<file path="src/msgd_ram.sv">
module msgd_ram #(
   parameter int WIDTH = 16,
   parameter int DEPTH = 16,
   parameter int ADDR_WIDTH = (DEPTH > 1) ? $clog2(DEPTH) : 1
) (
   input  logic                  clock,
   input  logic                  write_enable,
   input  logic [ADDR_WIDTH-1:0] write_address,
   input  logic [WIDTH-1:0]      write_data,
   input  logic [ADDR_WIDTH-1:0] read_address,
   output logic [WIDTH-1:0]      read_data
);

   logic [WIDTH-1:0] mem [DEPTH];

   always_ff @(posedge clock) begin
      if (write_enable) begin
         mem[write_address] <= write_data;
      end
      read_data <= mem[read_address];
   end

endmodule

</file>
<file path="config.mk">
export PLATFORM = sky130hd
export DESIGN_NAME = msgd_ram
export DESIGN_NICKNAME = d
export VERILOG_FILES = /design/src/msgd_ram.sv
export SDC_FILE = /design/constraint.sdc
export NUM_CORES = 1
export LEC_CHECK = 0
export ABC_AREA = 1
export BUFFER_PORTS_ARGS = -buffer_cell sky130_fd_sc_hd__clkbuf_2
export CORE_AREA = 8 8 204 206
export DETAILED_ROUTE_END_ITERATION = 8
export DIE_AREA = 0 0 212 214
export PLACE_DENSITY = 0.43
export REMOVE_ABC_BUFFERS = 1
export SETUP_SLACK_MARGIN = 0.15
export SLEW_MARGIN = 20
export SYNTH_ARGS = -nofsm -noshare
export SYNTH_HDL_FRONTEND = slang
export SYNTH_SLANG_ARGS = --single-unit
</file>
<file path="constraint.sdc">
create_clock -name clock -period 1.7 [get_ports clock]
set_clock_uncertainty 0.1 [all_clocks]
set_input_delay 0.085 -clock clock [delete_from_list [all_inputs] [get_ports clock]]
set_output_delay 0.085 -clock clock [all_outputs]
set_load 0.02 [all_outputs]
</file>
==> results of run 1 <==
==> layout by cell type (no fill, tap or decap) <==
cell type | netlist | final
nand2_1 | 341 | 341
nor2_2 | 0 | 16
clkinv_1 | 0 | 2
nand3_1 | 193 | 192
nor2_1 | 17 | 1
clkinv_2 | 0 | 6
bufinv_16 | 0 | 3
nand3_2 | 0 | 1
clkbuf_16 | 0 | 30
clkbuf_2 | 0 | 40
buf_4 | 18 | 28
clkinv_8 | 0 | 1
inv_4 | 0 | 1
inv_1 | 196 | 196
diode_2 | 0 | 1
nand3b_1 | 2 | 2
dlygate4sd3_1 | 0 | 18
clkbuf_1 | 10 | 4
clkinv_4 | 0 | 1
edfxtp_1 | 256 | 256
dfxtp_1 | 16 | 16
clkinvlp_4 | 0 | 1
inv_2 | 2 | 1
buf_12 | 0 | 15
clkbuf_8 | 0 | 8
==> power by group <==
part	total (W)	internal, W	switching (W)
clock network	0.00669	0.00404	0.00265
logic	0.00101	0.000314	0.000695
registers	0.00755	0.00750	0.0000543
total	0.0153	0.0118	0.00340
==> stage by stage <==
step,hold WS (ns),power [W]
finish,0.0818,0.0153
global route,0.127,0.0158
CTS,0.0610,0.0155
detailed placement,0.408,0.00869
global placement,0.408,0.00869
floorplan,0.0839,0.00812
==> registers in the layout (all words and copies together), names as in the netlist <==
register and cells:
read_data 16, mem 256
==> cells by family after synthesis <==
| group | Yosys count | share of synthesized area (%) |
|---|---|---|
| flops | 272 | 70.4 |
| buf+inv | 249 | 9.21 |
| simple gates | 553 | 20.4 |
==> worst paths after layout <==
kind / startpoint / endpoint / cells past startpoint
worst min register to register: mem[6][2] / read_data[2] / 6
worst max register to register: mem[7][0] / read_data[0] / 6
worst max-delay path: read_data[2] / read_data[2] / 1
worst min-delay path: read_address[1] / read_data[2] / 6
==> layer usage <==
metal  vias to the layer above  routed length [um]  GRT usage, %
met3                        40                1190          2.46
met1                      3430               14700          18.6
li1                       3635                   -             -
met4                         2                 692          3.27
met2                       122               13200          20.5
met5                         -                  13             0
==> timing repair <==
action                                  4_1_cts  5_1_grt
hold buffers                                 19        0
hold endpoints to repair                    272        0
endpoints found under the setup margin        0        1
resized for setup                             0        1
==> final cells by class <==
cell class,count,area [um^2],area share (%)
clock buffer,42,876,6.39
multi-input combinational,553,2370,17.3
sequential,272,8010,58.4
tap,518,648,4.73
timing repair buffer,101,891,6.50
clock inverter,14,160,1.17
antenna,1,2.50,0.0183
inverter,198,746,5.44
==> results.yml, run 1 <==
run_status:
  status: "finished clean"
cts:
  clk_path_buf_depth: 3
  cts_root_buf: "clkbuf_16"
  path_clk_slew_ns: 0.06
  post_cts_buffers: 0
  cts-buffers-inserted: 30
  cts.sinks: 272
  clock_latency_ns: 0.56
  cts_tree: "done"
  cts_max_level: 1
power:
  power_density_mw_per_mm2: 1110
  p_leak_nw: 5.80
  ir_drop_uv: 709
timing:
  setup_viol: 0
  worst_slack_ns: 0.355
  final_hold_viol_count: 0
  rsz0062_at_grt: "no"
  tightest_slew_ns: 0.393
  relSlewSlack_pct: 73.8
  finalCritPeriodShare_pct: 79.1
  fmax_mhz: 743
  final.setup.tns_ns: 0
  drv_slew: 0
  period_needed_ns: 1.35
setup_path:
  cpPeakStageDelay_ns: 0.40
  critPathMaxFanout: 1
  critPathTopFamily: "flip-flops"
  path_buf_inv: 1
  ff2ff_setup_slack_ns: 0.58
  crit_type: "register to primary output"
  cpMaxStageDelayCell: "dfxtp_1"
  cp.required_ns: 1.51
  cp-end-kind: "primary output"
  arrival_ns: 1.16
  path_cells: "clkbuf_2"
  startpoint_type: "register"
place:
  placed_area_mm2: 0.0125
  placed_cells: 1624
  gp_congestion: 0.751
  dp_slack_ns: 0.322
  io_buffers: 41
  dp_hpwl_um: 17400
routing:
  via_per_inst: 4.25
  wl_um: 29800
  first_pass_iters: 4
  drt_iter0_markers: 418
  vias: 7229
  antenna_left: 0
  detail_route.wl_per_cell_um: 17.5
  drcViolationCount: 0
yosys:
  synth_area_leaders: "edfxtp_1 (68%), nand2_1 (11%), nand3_1 (8.5%), inv_1 (6.5%), dfxtp_1 (2.8%)"
  synth_warnings: 0
  ys_seq_elements: 272
  synth.most_common_cell: "nand2_1"
  yosysTopAreaCell: "edfxtp_1"
  async_reset_ff_share_pct: 0
  synth-main-ff-cell: "edfxtp_1"
  avgSynthCellArea_um2: 10.6
  synthCells: 1074
  ys_types: 13
  synth_edf_count: 256
  synthTopCellsByCount: "nand2_1 (341), edfxtp_1 (256), inv_1 (196)"
  netlist_area_mm2: 0.0114
  synth_seq_area_share_pct: 70.4
  synth_top_area_share_pct: 67.5
floorplan:
  dieArea_mm2: 0.0454
  die_h_um: 214
  initial_core_util_pct: 29.7
  core_area_mm2: 0.0383
  fp-row-count: 72
  die_x_um: 212
  io-pin-count: 42
global_route:
  grt_first_pass_wirelength_um: 45800
  antenna_found_initial: 1
  grt_pass1_vias: 7148
  globalRouteTotalUtil_pct: 13.2
  grt_max_degree: 68
  gr-total-overflow: 0
job:
  cap_violations: 0
final_layout:
  post-route-util_pct: 35.8
  drive_gt1_share_pct: 12.9
  fillCellCount: 3815
  layout.nets: 1182
  area_growth_pct: 20.4
  fin_cells: 1699
  design_area_mm2: 0.0137
hold_path:
  hold_class: "input port to register"
No activity file was read; power rests on OpenSTA's default activity.
==> inputs of run 2 (changes only) <==
--- a/config.mk
+++ b/config.mk
@@ -10,7 +10,7 @@
 export CORE_AREA = 8 8 204 206
 export DETAILED_ROUTE_END_ITERATION = 8
 export DIE_AREA = 0 0 212 214
-export PLACE_DENSITY = 0.43
+export PLACE_DENSITY = 0.45
 export REMOVE_ABC_BUFFERS = 1
 export SETUP_SLACK_MARGIN = 0.15
 export SLEW_MARGIN = 20
==> constraint.sdc (replaced) <==
create_clock -name clock -period 1.1 [get_ports clock]
set_clock_uncertainty 0.1 [all_clocks]
set_input_delay 0.055 -clock clock [delete_from_list [all_inputs] [get_ports clock]]
set_output_delay 0.055 -clock clock [all_outputs]
set_load 0.02 [all_outputs]
==> run 2 against run 1 <==
  * The flow now finishes with violations (negative setup slack)
  * Sequential power rose by 55%
  * Clock power rose by 39%
  * Global-route usage rose by 0.18 points
  * Non-clock buffer count rose by 31
  * Die area did not move
  * Register-to-register slack got worse by 0.50 ns
  * First-iteration DRC count fell by 2.9%
  * Sequential share of layout area fell by 3.3 points
  * Clock-buffer cell count fell by 2
  * Setup slack got worse by 0.45 ns
  * Core utilization rose by 2.3 points
  * Largest cell class unchanged
==> results.yml, run 2 (synthesis gave the netlist of run 1 again) <==
cts:
  cts_tree: "done"
  clock_latency_ns: 0.56
  cts_max_level: 1
  clk_path_buf_depth: 3
  post_cts_buffers: 0
  cts_root_buf: "clkbuf_16"
  path_clk_slew_ns: 0.06
  cts-buffers-inserted: 30
  cts.sinks: 272
setup_path:
  worstReg2RegEnd: "read_data[1]"
  cp.required_ns: 0.94
  crit_type: "register to primary output"
  cpPeakStageDelay_ns: 0.36
  ff2ff_setup_slack_ns: 0.08
  path_cells: "buf_8"
  critPathMaxFanout: 1
  arrival_ns: 1.04
  reg2reg_depth: 6
  worst_r2r_startpoint: "mem[7][1]"
  path_buf_inv: 1
  critPathTopFamily: "flip-flops"
  cpMaxStageDelayCell: "dfxtp_4"
  cp-end-kind: "primary output"
  startpoint_type: "register"
floorplan:
  core_area_mm2: 0.0383
  initial_core_util_pct: 29.7
  die_h_um: 214
  io-pin-count: 42
  die_x_um: 212
  dieArea_mm2: 0.0454
  fp-row-count: 72
final_layout:
  top_register: "mem"
  seqCellArea_mm2: 0.00803
  reg_top3: "mem: 256 flops, read_data: 16 flops"
  antenna_cells: 0
  layout.nets: 1213
  multi_input_area_mm2: 0.00280
  largest_reg_flops: 256
  final_common_cell: "nand2_1"
  design_area_mm2: 0.0146
  final_cell_mix: "nand2_1 (327), edfxtp_1 (256), inv_1 (194)"
  area_growth_pct: 28.1
  fillCellCount: 3742
  drive_gt1_share_pct: 23.2
place:
  placed_area_mm2: 0.0128
  dp_slack_ns: -0.264
  dp_hpwl_um: 18800
  gp_congestion: 0.730
  io_buffers: 41
power:
  ir_drop_uv: 1170
  power_density_mw_per_mm2: 1580
  p_int_w: 0.0177
  p_switching_w: 0.00529
  comb_power_share_pct: 8.6
  p_seq_share_pct: 50.9
  p_leak_nw: 6.15
  swShare_pct: 23.0
  clkPwrFrac_pct: 40.5
  power_w: 0.0230
timing:
  final_hold_viol_count: 0
  relSlewSlack_pct: 74.4
  fmax_mhz: 837
  period_needed_ns: 1.19
  final.setup.tns_ns: -1.04
  rsz0062_at_grt: "yes"
  fin_hold_ws_ns: 0.0132
  worst_slack_ns: -0.0942
  setup_viol: 16
  finalCritPeriodShare_pct: 109
  drv_slew: 0
  tightest_slew_ns: 0.384
global_route:
  globalRouteTotalUtil_pct: 13.3
  met1_usage_pct: 17.9
  grt_pass1_vias: 7503
  antenna_found_initial: 1
  busiest_layer: "met2"
  gr-total-overflow: 0
  grt_use_met3_pct: 2.25
  met2_usage_pct: 21.7
  grt_first_pass_wirelength_um: 46400
  grt_max_degree: 47
routing:
  vias: 7496
  detail_route.wl_per_cell_um: 17.5
  antenna_left: 0
  via_per_inst: 4.34
  drcViolationCount: 0
  first_pass_iters: 4
  wl_um: 30300
  drt_iter0_markers: 406
run_status:
  violations: "negative setup slack"
  status: "finished with violations"
job:
  cap_violations: 0
hold_path:
  hold_class: "input port to register"
  whs_endpoint: "read_data[10]"
  min_from: "read_address[2]"
  holdPathStages: 6
==> run 2: stage by stage <==
| step | util [%] | std cells |
|---|---|---|
| 5_1_grt | 38.1 | 1729 |
| 6_report | 38.1 | 1729 |
| 4_1_cts | 37.3 | 1729 |
| 3_3_place_gp | 33.5 | 1652 |
| 3_5_place_dp | 33.5 | 1652 |
| 2_1_floorplan | - | 1023 |
==> run 2: worst max-delay path by stage <==
stage                     start            end  depth (start not counted)
2_1_floorplan   read_address[0]  read_data[12]                          6
3_3_place_gp   write_address[2]     mem[10][9]                          4
3_5_place_dp   write_address[2]     mem[10][2]                          4
4_1_cts            read_data[9]   read_data[9]                          1
5_1_grt            read_data[9]   read_data[9]                          1
6_report           read_data[9]   read_data[9]                          1
==> run 2: power by group through the flow <==
stage | logic (W) | registers (W) | clock network (W)
floorplan | 0.000610 | 0.0119 | 0
global placement | 0.00167 | 0.0119 | 0
detailed placement | 0.00168 | 0.0119 | 0
CTS | 0.00190 | 0.0117 | 0.00958
global route | 0.00216 | 0.0117 | 0.00998
finish | 0.00196 | 0.0117 | 0.00930
==> run 2: per-layer routing <==
layer | vias up | part of all wire (%)
met5 | - | 0.043
met4 | 2 | 2.4
met3 | 45 | 4.5
met2 | 115 | 48
met1 | 3640 | 45
li1 | 3694 | -
==> run 2: final cells by class <==
| cell class | instances | area share [%] |
|---|---|---|
| clock buffers | 40 | 5.76 |
| clock inverters | 16 | 0.481 |
| flip-flops and latches | 272 | 55.1 |
| repair buffers | 132 | 9.91 |
| multi-input cells | 553 | 19.2 |
| inverters | 198 | 5.11 |
| well taps | 518 | 4.45 |
==> run 2: repair_timing <==
action / in CTS / in global routing
resized for setup: 86 / 76
hold endpoints to repair: 272 / 0
hold buffers: 21 / 0
pin swaps: 62 / 51
setup endpoints to repair: 32 / 32
